==> src/rtl/pncm_pkg.sv <==
// Package with shared constants and types for the plane normal cluster match block.
`default_nettype none
package pncm_pkg;
  localparam int MAX_CLUSTERS_DEF = 256;
  localparam int KEY_W = 54;
  localparam int PART_W = 18;
  localparam logic [15:0] QUANT_STEP_RST = 16'd655;
  localparam logic [31:0] CENTER_LIMIT_RST = 32'hFFFE8000;
  localparam logic [0:0] REG_QUANT_STEP = 1'b0;
  localparam logic [0:0] REG_CENTER_LIMIT = 1'b1;

  typedef struct packed {
    logic load;
    logic sqrt_go;
    logic div_go;
    logic [1:0] div_sel;
    logic qdiv_go;
    logic [1:0] qdiv_sel;
    logic search_clr;
    logic search_step;
    logic append;
    logic emit;
  } ctrl_t;

  typedef struct packed {
    logic sqrt_done;
    logic div_done;
    logic search_match;
    logic search_end;
    logic table_full;
    logic join_ok;
  } stat_t;
endpackage
`default_nettype wire

==> src/rtl/pncm_ctrl.sv <==
// Controller state machine sequencing root, divisions, search and append.
`default_nettype none
module pncm_ctrl (
  input  wire logic            clk,
  input  wire logic            rst_n,
  input  wire logic            start,
  output logic                 busy,
  input  wire pncm_pkg::stat_t stat,
  output pncm_pkg::ctrl_t      ctrl
);
  typedef enum logic [9:0] {
    S_IDLE   = 10'b0000000001,
    S_SQRT   = 10'b0000000010,
    S_SQWAIT = 10'b0000000100,
    S_DIV    = 10'b0000001000,
    S_DWAIT  = 10'b0000010000,
    S_QDIV   = 10'b0000100000,
    S_QWAIT  = 10'b0001000000,
    S_SEARCH = 10'b0010000000,
    S_EMIT   = 10'b0100000000,
    S_DONE   = 10'b1000000000
  } state_t;

  state_t state_r, state_nxt;
  logic [1:0] sel_r, sel_nxt;
  logic       first_r, first_nxt;

  always_ff @(posedge clk) begin
    if (!rst_n) begin
      state_r <= S_IDLE;
      sel_r   <= 2'd0;
      first_r <= 1'b0;
    end else begin
      state_r <= state_nxt;
      sel_r   <= sel_nxt;
      first_r <= first_nxt;
    end
  end

  always_comb begin
    state_nxt = state_r;
    sel_nxt   = sel_r;
    first_nxt = 1'b0;
    ctrl      = '0;
    ctrl.div_sel  = sel_r;
    ctrl.qdiv_sel = sel_r;
    busy      = 1'b1;
    case (state_r)
      S_IDLE: begin
        busy = 1'b0;
        if (start) begin
          ctrl.load = 1'b1;
          state_nxt = S_SQRT;
        end
      end
      S_SQRT: begin
        ctrl.sqrt_go = 1'b1;
        first_nxt = 1'b1;
        state_nxt = S_SQWAIT;
      end
      S_SQWAIT: begin
        if (stat.sqrt_done && !first_r) begin
          sel_nxt   = 2'd0;
          state_nxt = S_DIV;
        end
      end
      S_DIV: begin
        ctrl.div_go = 1'b1;
        first_nxt = 1'b1;
        state_nxt = S_DWAIT;
      end
      S_DWAIT: begin
        if (stat.div_done && !first_r) begin
          if (sel_r == 2'd2) begin
            sel_nxt   = 2'd0;
            state_nxt = S_QDIV;
          end else begin
            sel_nxt   = sel_r + 2'd1;
            state_nxt = S_DIV;
          end
        end
      end
      S_QDIV: begin
        ctrl.qdiv_go = 1'b1;
        first_nxt = 1'b1;
        state_nxt = S_QWAIT;
      end
      S_QWAIT: begin
        if (stat.div_done && !first_r) begin
          if (sel_r == 2'd2) begin
            ctrl.search_clr = 1'b1;
            first_nxt = 1'b1;
            state_nxt = S_SEARCH;
          end else begin
            sel_nxt   = sel_r + 2'd1;
            state_nxt = S_QDIV;
          end
        end
      end
      S_SEARCH: begin
        // The search waits while first_r is set, letting the key registers settle after the last quotient write.
        if (!first_r) begin
          if (stat.search_match || stat.search_end) begin
            state_nxt = S_EMIT;
          end else begin
            ctrl.search_step = 1'b1;
          end
        end
      end
      S_EMIT: begin
        ctrl.emit = 1'b1;
        state_nxt = S_DONE;
      end
      S_DONE: begin
        ctrl.append = !(stat.search_match && stat.join_ok);
        state_nxt = S_IDLE;
      end
      default: state_nxt = S_IDLE;
    endcase
  end
endmodule
`default_nettype wire

==> config.mk <==
export PLATFORM = sky130hd
export DESIGN_NAME = pncm_ctrl
export DESIGN_NICKNAME = d
export VERILOG_FILES = /design/src/rtl/pncm_pkg.sv /design/src/rtl/pncm_ctrl.sv
export SDC_FILE = /design/constraint.sdc
export NUM_CORES = 1
export LEC_CHECK = 0
export ABC_AREA = 1
export BUFFER_PORTS_ARGS = -buffer_cell sky130_fd_sc_hd__buf_2
export CAP_MARGIN = 10
export CORE_MARGIN = 4
export CORE_UTILIZATION = 45
export DETAILED_ROUTE_END_ITERATION = 8
export GPL_TIMING_DRIVEN = 0
export HOLD_SLACK_MARGIN = 0.08
export MAX_ROUTING_LAYER = met4
export PLACE_DENSITY = 0.72
export SLEW_MARGIN = 20
export SYNTH_ARGS = -nofsm -noshare
export SYNTH_HDL_FRONTEND = slang
export SYNTH_SLANG_ARGS = --single-unit
==> constraint.sdc <==
create_clock -name clk -period 1.5 [get_ports clk]
set_input_delay 0.3 -clock clk [delete_from_list [all_inputs] [get_ports clk]]
set_output_delay 0.3 -clock clk [all_outputs]
set_load 0.05 [all_outputs]
==> results.toml <==
[run]
drv_cap = 0

[grt]
grtUsageTotal_pct = 22.1
first_global_vias = 1074
grt_overflow = 0
antenna_found_initial = 0
grt_pass1_wl_um = 4500
grt_start_max_net_pins = 11

[finish]
fin_area_mm2 = 0.00165
final_common_cell = "nand2_1"
layout_common_cells = "nand2_1 (22), inv_1 (19), buf_4 (19)"
final_nets = 214
final_core_utilization_pct = 81.4
diodes = 0
drive_above_1_share_pct = 53.7
area_growth_pct = 66.7
fill_cells = 125

[critical_path]
start_kind = "flip-flop"
r2r-end = "state_r[2]"
crit_path_end_kind = "primary output"
cp.required_ns = 1.20
crit_fanout = 5
cp.arrival_ns = 1.51
rr_worst_depth = 13
r2r_slack_ns = -0.18
crit_type = "flip-flop to primary output"
rr_startpoint = "state_r[2]"

[yosys]
postSynthAreaPerCell_um2 = 6.45
synth_nets = 165
ys_seq_elements = 13
ys_seq_area_share_pct = 26.4
synth-warning-count = 0
syn_inst = 153
synth.distinct_cells = 22
syn-cell-area_um2 = 987

[sta]
final_hold_viol_count = 0
worst_pin_slew_ns = 0.241
rsz0062_at_grt = "yes"
slew_violations = 0
setup_viol = 20
fmax_mhz = 552
max-slew-margin-rel_pct = 83.8
fin_crit_ns = 1.81
setup_slack_ns = -0.312
worst_clock_skew_ns = 0.00370
fin_crit_sh_pct = 121

[power_and_ir_drop]
finalPower_mw = 2.55
internal_power_mw = 1.25
pwr-share-seq_pct = 18.9
p_switching_mw = 1.30
ir_drop_v = 0.00134
p_leak_nw = 0.824
pwr-share-comb_pct = 71.6
clkPwrFrac_pct = 9.5
p_per_area_mw_per_mm2 = 1550
p_sw_share_pct = 51.0

[worst_hold_path]
hold_depth = 2
holdPathEnd = "state_r[0]"
min-delay-start = "rst_n"
hp-class = "input pin to flip-flop"

[route]
ant_nets = 0
first_pass_iters = 4
first_iter_violations = 35
drc = 0
wl_per_cell_um = 15.1
num_vias = 1201
vias_per_cell = 5.27
wl_um = 3440

[die]
die-area_mm2 = 0.00301
start_util_pct = 48.8
coreArea_mm2 = 0.00202
row_count = 16
fp.dieW_um = 54.8
fp.dieH_um = 54.8
io_pins = 22

[place]
dp_hpwl_um = 1790
placed_area_mm2 = 0.00117
numPortBuffers = 19
gp_congestion = 0.930

[clock_network]
cts_tree = "yes"
clkTransAtPathRegs_ns = 0.09
numCtsBuffers = 3
cts_buffer_depth = 2
cts-root-buf = "clkbuf_4"
h-tree-depth = 1
insertion_delay_ns = 0.29
clock_sinks = 13

[status]
status = "complete, but fails checks"
violations = "setup timing"
## per-stage QoR
step	instances	TNS, ns	setup slack (ns)	hold slack [ns]
floorplan	153	-0.0615	-0.0515	0.491
global placement	199	-0.234	-0.144	0.505
detailed placement	199	-0.278	-0.147	0.516
CTS	219	-1.56	-0.246	0.313
global route	228	-5.13	-0.384	0.302
finish	228	-3.64	-0.312	0.307
## per-layer routing
| metal | share of wire (%) | global-route usage (%) | up-vias |
|---|---|---|---|
| li1 | - | - | 575 |
| met1 | 43 | 26.1 | 563 |
| met2 | 48 | 34.3 | 51 |
| met3 | 5.6 | 3.81 | 12 |
| met4 | 3.5 | 14.5 | 0 |
| met5 | 0 | - | - |
## worst max-delay path by stage
stage | from | to | slack (ns)
floorplan | state_r[3] | ctrl[3] | -0.05
global placement | state_r[4] | ctrl[3] | -0.14
detailed placement | state_r[4] | ctrl[3] | -0.15
CTS | state_r[2] | ctrl[3] | -0.25
global route | state_r[2] | ctrl[3] | -0.38
finish | state_r[2] | ctrl[3] | -0.31
## cell type report
type / instances / area [um^2] / share of cell area [%]
plain buffers: 3 / 20.0 / 1.22
multi-input cells: 109 / 781 / 47.5
well taps: 27 / 33.8 / 2.05
repair buffers: 43 / 385 / 23.4
clock buffers: 4 / 26.3 / 1.60
flip-flops and latches: 13 / 275 / 16.7
inverters: 29 / 124 / 7.53
## synth_stat cells, drive strengths merged
| library cell | number | area share (%) |
|---|---|---|
| nor2 | 34 | 18 |
| nand2 | 33 | 17 |
| inv | 29 | 11 |
| nand3 | 19 | 11 |
| dfxtp | 13 | 26 |
| nor3 | 6 | 3.5 |
| o21ai | 5 | 2.5 |
| a21oi | 3 | 1.5 |
| buf | 3 | 2.0 |
| ha | 3 | 3.8 |
| nand4 | 2 | 1.3 |
| and3 | 1 | 0.63 |
| nand3b | 1 | 0.76 |
| o21bai | 1 | 0.76 |
## power by group through the flow
stage | combinational [mW] | sequential [mW] | clock, mW
global route | 1.92 | 0.492 | 0.263
detailed placement | 1.12 | 0.478 | 0
CTS | 1.43 | 0.479 | 0.233
global placement | 1.11 | 0.474 | 0
floorplan | 0.902 | 0.497 | 0
finish | 1.82 | 0.482 | 0.241
## logic make-up (layout without fill, tap and decap cells)
kind of cell    Yosys count  count (layout)  synth area share [%]
simple gates             96              97                  52.0
buf+inv                  32              79                  13.1
flops                    13              13                  26.4
compound gates            9               9                  4.82
fa+ha+maj                 3               3                  3.80
## registers in the layout (all words and copies together) (netlist names)
register  flops
first_r       1
sel_r         2
state_r      10
## worst max-delay path, cell delays in order (launching register included)
cell and delay, ns:
dfxtp_4 0.36, nor2_4 0.16, nand2_4 0.12, nor2_4 0.16, nand2_4 0.07, nor3_4 0.16, buf_6 0.19
## what timing repair did
item | CTS | global route
buffers inserted | 15 | 11
gates resized for setup | 46 | 33
pin swaps | 13 | 13
hold buffers | 0 | 0
endpoints found under the setup margin | 13 | 20
cloned | 1 | 0
(Power assumes the default switching activity.)
